## config.mk

```make
export PLATFORM = sky130hd
export DESIGN_NAME = ffpa_ctrl
export DESIGN_NICKNAME = d
export VERILOG_FILES = /design/src/ffpa_pkg.sv /design/src/ffpa_ctrl.sv
export SDC_FILE = /design/constraint.sdc
export NUM_CORES = 1
export LEC_CHECK = 0
export ABC_CLOCK_PERIOD_IN_PS = 4500
export BUFFER_PORTS_ARGS = -buffer_cell sky130_fd_sc_hd__clkbuf_2
export CORE_AREA = 10 10 47 49
export DETAILED_ROUTE_END_ITERATION = 10
export DIE_AREA = 0 0 57 59
export SETUP_SLACK_MARGIN = 0.3
export SLEW_MARGIN = 30
export SYNTH_ARGS = -nofsm -noshare
export SYNTH_HDL_FRONTEND = slang
export SYNTH_SLANG_ARGS = --single-unit
export TNS_END_PERCENT = 100
```

## constraint.sdc

```tcl
create_clock -name clk -period 4.5 [get_ports clk]
set_clock_uncertainty 0.15 [all_clocks]
set_input_delay 0 -clock clk [delete_from_list [all_inputs] [get_ports clk]]
set_output_delay 0 -clock clk [all_outputs]
set_load 0.005 [all_outputs]
```

## src/ffpa_pkg.sv

```systemverilog
package ffpa_pkg;

  localparam int POOL_MAX_BYTES = 4096;
  localparam int HEADER_BYTES   = 8;
  localparam int SPLIT_SLACK    = 8;

  localparam int POOL_W  = 13;
  localparam int REQ_W   = 12;
  localparam int OFF_W   = 12;
  localparam int STAT_W  = 2;
  localparam int SIZE_W  = 13;
  localparam int ENTRY_W = SIZE_W + 1;
  localparam int ADDR_W  = $clog2(POOL_MAX_BYTES);
  localparam int LEN_W   = ADDR_W + 1;
  localparam int SUM_W   = ((LEN_W > SIZE_W) ? LEN_W : SIZE_W) + 2;

  typedef logic [SUM_W-1:0] sum_t;

  localparam sum_t HDR_S       = sum_t'(HEADER_BYTES);
  localparam sum_t SPLIT_MIN_S = sum_t'(HEADER_BYTES + SPLIT_SLACK);
  localparam sum_t POOL_MAX_S  = sum_t'(POOL_MAX_BYTES);

  localparam logic MODE_ALLOC = 1'b0;
  localparam logic MODE_FREE  = 1'b1;

  typedef enum logic [STAT_W-1:0] {
    ST_DONE    = 2'd0,
    ST_NOSPACE = 2'd1,
    ST_IGNORED = 2'd2
  } stat_t;

  typedef enum logic [2:0] {
    S_IDLE,
    S_ALLOC_WALK,
    S_ALLOC_SPLIT,
    S_FREE_HEAD,
    S_FREE_MERGE,
    S_RESP
  } state_t;

  typedef struct packed {
    logic              free_mark;
    logic [SIZE_W-1:0] size;
  } hdr_t;

  typedef struct packed {
    logic  start;
    logic  alloc_step;
    logic  alloc_take;
    logic  split_wr;
    logic  free_step;
    logic  free_wr;
    logic  free_wr_acc;
    logic  set_res;
    stat_t res_status;
    logic  out_load;
  } cmd_t;

  typedef struct packed {
    logic heap_none;
    logic free_oob;
    logic a_small;
    logic a_fit;
    logic a_split;
    logic a_new_in;
    logic a_last;
    logic f_stop;
    logic f_last;
    logic out_free;
  } sts_t;

endpackage

```

## src/ffpa_ctrl.sv

```systemverilog
module ffpa_ctrl import ffpa_pkg::*; (
  input  logic clk,
  input  logic rst_n,
  input  logic in_valid,
  input  logic in_mode,
  output logic in_stall,
  input  sts_t sts,
  output cmd_t cmd
);

  state_t state_r, state_nxt;

  always_ff @(posedge clk) begin
    if (!rst_n) begin
      state_r <= S_IDLE;
    end else begin
      state_r <= state_nxt;
    end
  end

  assign in_stall = (state_r != S_IDLE);

  always_comb begin
    cmd            = '0;
    cmd.res_status = ST_DONE;
    state_nxt      = state_r;
    case (state_r)
      S_IDLE: begin
        if (in_valid) begin
          cmd.start = 1'b1;
          if (in_mode == MODE_FREE) begin
            if (sts.free_oob) begin
              cmd.set_res    = 1'b1;
              cmd.res_status = ST_IGNORED;
              state_nxt      = S_RESP;
            end else begin
              state_nxt = S_FREE_HEAD;
            end
          end else if (sts.heap_none) begin
            cmd.set_res    = 1'b1;
            cmd.res_status = ST_NOSPACE;
            state_nxt      = S_RESP;
          end else begin
            state_nxt = S_ALLOC_WALK;
          end
        end
      end
      S_ALLOC_WALK: begin
        if (sts.a_small) begin
          cmd.set_res    = 1'b1;
          cmd.res_status = ST_NOSPACE;
          state_nxt      = S_RESP;
        end else if (sts.a_fit) begin
          cmd.alloc_take = 1'b1;
          cmd.set_res    = 1'b1;
          cmd.res_status = ST_DONE;
          state_nxt      = (sts.a_split && sts.a_new_in) ? S_ALLOC_SPLIT : S_RESP;
        end else if (sts.a_last) begin
          cmd.set_res    = 1'b1;
          cmd.res_status = ST_NOSPACE;
          state_nxt      = S_RESP;
        end else begin
          cmd.alloc_step = 1'b1;
        end
      end
      S_ALLOC_SPLIT: begin
        cmd.split_wr = 1'b1;
        state_nxt    = S_RESP;
      end
      S_FREE_HEAD: begin
        if (sts.a_small || sts.f_last) begin
          cmd.free_wr    = 1'b1;
          cmd.set_res    = 1'b1;
          cmd.res_status = ST_DONE;
          state_nxt      = S_RESP;
        end else begin
          cmd.free_step = 1'b1;
          state_nxt     = S_FREE_MERGE;
        end
      end
      S_FREE_MERGE: begin
        if (sts.f_stop) begin
          cmd.free_wr     = 1'b1;
          cmd.free_wr_acc = 1'b1;
          cmd.set_res     = 1'b1;
          cmd.res_status  = ST_DONE;
          state_nxt       = S_RESP;
        end else if (sts.f_last) begin
          cmd.free_wr    = 1'b1;
          cmd.set_res    = 1'b1;
          cmd.res_status = ST_DONE;
          state_nxt      = S_RESP;
        end else begin
          cmd.free_step = 1'b1;
        end
      end
      S_RESP: begin
        if (sts.out_free) begin
          cmd.out_load = 1'b1;
          state_nxt    = S_IDLE;
        end
      end
      default: begin
        state_nxt = S_IDLE;
      end
    endcase
  end

endmodule

```

==> impl_metrics.ini <==
[placement]
dpl.cell_count = 94
gp_congestion = 0.742
port_buffers = 25
post-dp-hpwl_um = 1020
placed_area_um2 = 520

[synthesis]
synth_area_um2 = 397
avgSynthCellArea_um2 = 7.08
syn-num-nets = 70
synth_cells = 56
synth-seq-cells = 3
ys_types = 32
ys_seq_area_frac = 0.151
ys_warn_count = 0

[floorplanning]
io_pins = 26
core-area_mm2 = 0.00140
fp.dieArea_mm2 = 0.00336
start_util = 0.283
row_count = 14
die_h_um = 59
fp.dieW_um = 57

[power]
p_leak_nw = 0.297
total_power_w = 0.000260
p_sw_frac = 0.443
peakVddDrop_v = 0.000186
comb_power_share = 0.569
p_sw_w = 0.000115
p_int_w = 0.000145
p_clk_frac = 0.177
power_density_mw_per_mm2 = 435
p_seq_frac = 0.254

[cells_and_area]
final_cell_mix = clkbuf_2 (25), nor2_1 (10), dlygate4sd3_1 (5), inv_1 (4), nand2b_1 (4)
top_regs = state_r x3
fill_cells = 170
drive_above_1_share = 0.379
syn2layout_area_growth_pct = 50.5
nNetsFinal = 102
final_common_cell = clkbuf_2
multi_input_area_um2 = 300
largest_register = state_r
diodes = 0
instances_no_fill = 103
seqCellArea_um2 = 60.1
largest_register_ffs = 3
stdcell_area_um2 = 597

[sta]
fmax_ghz = 0.443
max_slew_margin = 0.696
max_slew.worst_pin.slew_ns = 0.456
finalSetupViolCount = 0
slew_viol_final = 0
hold_violations = 0
min_period_ns = 2.26
setup-tns-final_ns = 0
rsz0062_at_grt = no
finalCritPeriodShare = 0.501

[setup_path]
crit_path_end_kind = register
rrSetupSlack_ns = 2.24
cp-start-kind = register
worstPathRequired_ns = 4.51
crit_arrival_ns = 2.27
critPathMaxStageDelay_ns = 0.60
r2r-end = state_r[0]
crit_path_top_delay_cell = dlygate4sd3_1
crit_fanout = 14
path_cells = or4b_4 -> nor3_4 -> o211ai_2 -> dlygate4sd3_1 -> o21ai_2
r2r_cells = 5
criticalPathCategory = reg2reg
r2r-start = state_r[0]

[worst_hold_path]
min_path_type = in2reg
hold_start = sts[9]
holdPathEnd = state_r[2]
min_path_cells = 5

[detailed_routing]
highest_layer = met3
wire_per_inst_um = 12.4
drt-met1-wl_um = 568
drc = 0
postRouteAntennaNets = 0
viasPerCell = 4.90
wl_met3_um = 96
routed_wl_um = 1280
vias = 505
drt-pass1-iter-count = 2
drtIter0Drc = 4
route.met2.wl_um = 613

[grt]
antenna_found_initial = 0
track_usage = 0.0743
grt_overflow_total = 0
grt_max_degree = 15
first_global_vias = 546
grt_pass1_wl_um = 2120

[clocking]
cts_setup_buffers = 0
cts_made_buffers = 3
h-tree-depth = 1
clockBufferDepth = 2
cts_tree = done
cts.clk_slew.worst_paths_ns = 0.04
clock_latency_ns = 0.23
cts_resized = 0
cts.sinks = 3
root_buffer = clkbuf_4

[run]
maxCapViolations = 0

[status]
status = finished, final reports clean
==> worst max-delay path, delay by kind of cell, from the launching register on <==
family / cells / cell delay [ns]
flops: 1 / 0.59
simple gates: 2 / 0.69
buf+inv: 1 / 0.60
compound gates: 2 / 0.16
==> cells in the mapped netlist (all sizes together) <==
master   count  share of area
nand2b       4          0.063
a31oi        1          0.016
or4b         1          0.035
and3         1          0.016
nand4        1          0.016
a21oi        1          0.013
mux2i        1          0.025
o211ai       1          0.032
nand2        3          0.028
or2          1          0.016
o32a         1          0.025
a2111oi      1          0.025
nor2        10          0.095
a21o         2          0.038
a21boi       1          0.019
nor2b        1          0.016
o21ai        5          0.073
dfxtp        3           0.15
o31ai        1          0.019
o31a         1          0.022
nand3        1          0.013
nand4b       1          0.022
or3b         1          0.022
buf          3          0.054
nor3         4          0.091
inv          4          0.038
nor3b        1          0.019
==> worst max-delay path by stage <==
stage	endpoint	slack, ns	depth (start not counted)	from
global placement	state_r[0]	2.87	4	state_r[0]
floorplan	state_r[0]	3.02	5	state_r[2]
global route	state_r[0]	2.14	5	state_r[0]
finish	state_r[0]	2.24	5	state_r[0]
detailed placement	state_r[0]	2.83	4	state_r[0]
CTS	state_r[0]	2.26	5	state_r[0]
==> power groups by stage <==
| stage | clock [W] | sequential (W) | combinational, W |
|---|---|---|---|
| after floorplan | 0 | 0.0000421 | 0.000121 |
| after global placement | 0 | 0.0000652 | 0.000145 |
| after detailed placement | 0 | 0.0000662 | 0.000145 |
| after CTS | 0.0000471 | 0.0000657 | 0.000151 |
| after global routing | 0.0000501 | 0.0000701 | 0.000169 |
| final | 0.0000460 | 0.0000660 | 0.000148 |
==> kinds of logic (layout without fill, tap and decap cells) <==
| group | Yosys count | in the layout | synth area share |
|---|---|---|---|
| AO/OA/AOI/OAI | 15 | 15 | 0.281 |
| buffers and inverters | 7 | 38 | 0.0915 |
| AND/OR/NAND/NOR | 30 | 30 | 0.451 |
| multiplexers | 1 | 1 | 0.0252 |
| flip-flops | 3 | 3 | 0.151 |
==> stage by stage <==
| step | utilization | setup slack, ns | hold WS [ns] |
|---|---|---|---|
| floorplan | - | 3.02 | -0.126 |
| CTS | 0.426 | 2.26 | 0.0532 |
| global placement | 0.371 | 2.87 | 0.113 |
| detailed placement | 0.371 | 2.83 | 0.110 |
| finish | 0.426 | 2.24 | 0.0499 |
| global route | 0.426 | 2.14 | 0.0976 |
==> area by class of cell <==
class | instances | share of cell area
multi-input cells | 46 | 0.503
repair buffers | 30 | 0.294
flip-flops and latches | 3 | 0.101
clock buffers | 4 | 0.0440
well taps | 16 | 0.0335
inverters | 4 | 0.0252
==> layer usage <==
metal / vias to the layer above / GRT usage
li1: 265 / -
met1: 225 / 0.0795
met2: 15 / 0.129
met3: 0 / 0.0279
met4: 0 / 0.0302
met5: - / 0
==> what timing repair did <==
item,4_1_cts,5_1_grt
setup endpoints to repair,0,0
hold buffers,5,0
hold endpoints to repair,3,0
Note: power is estimated with default switching activity, not from simulation.
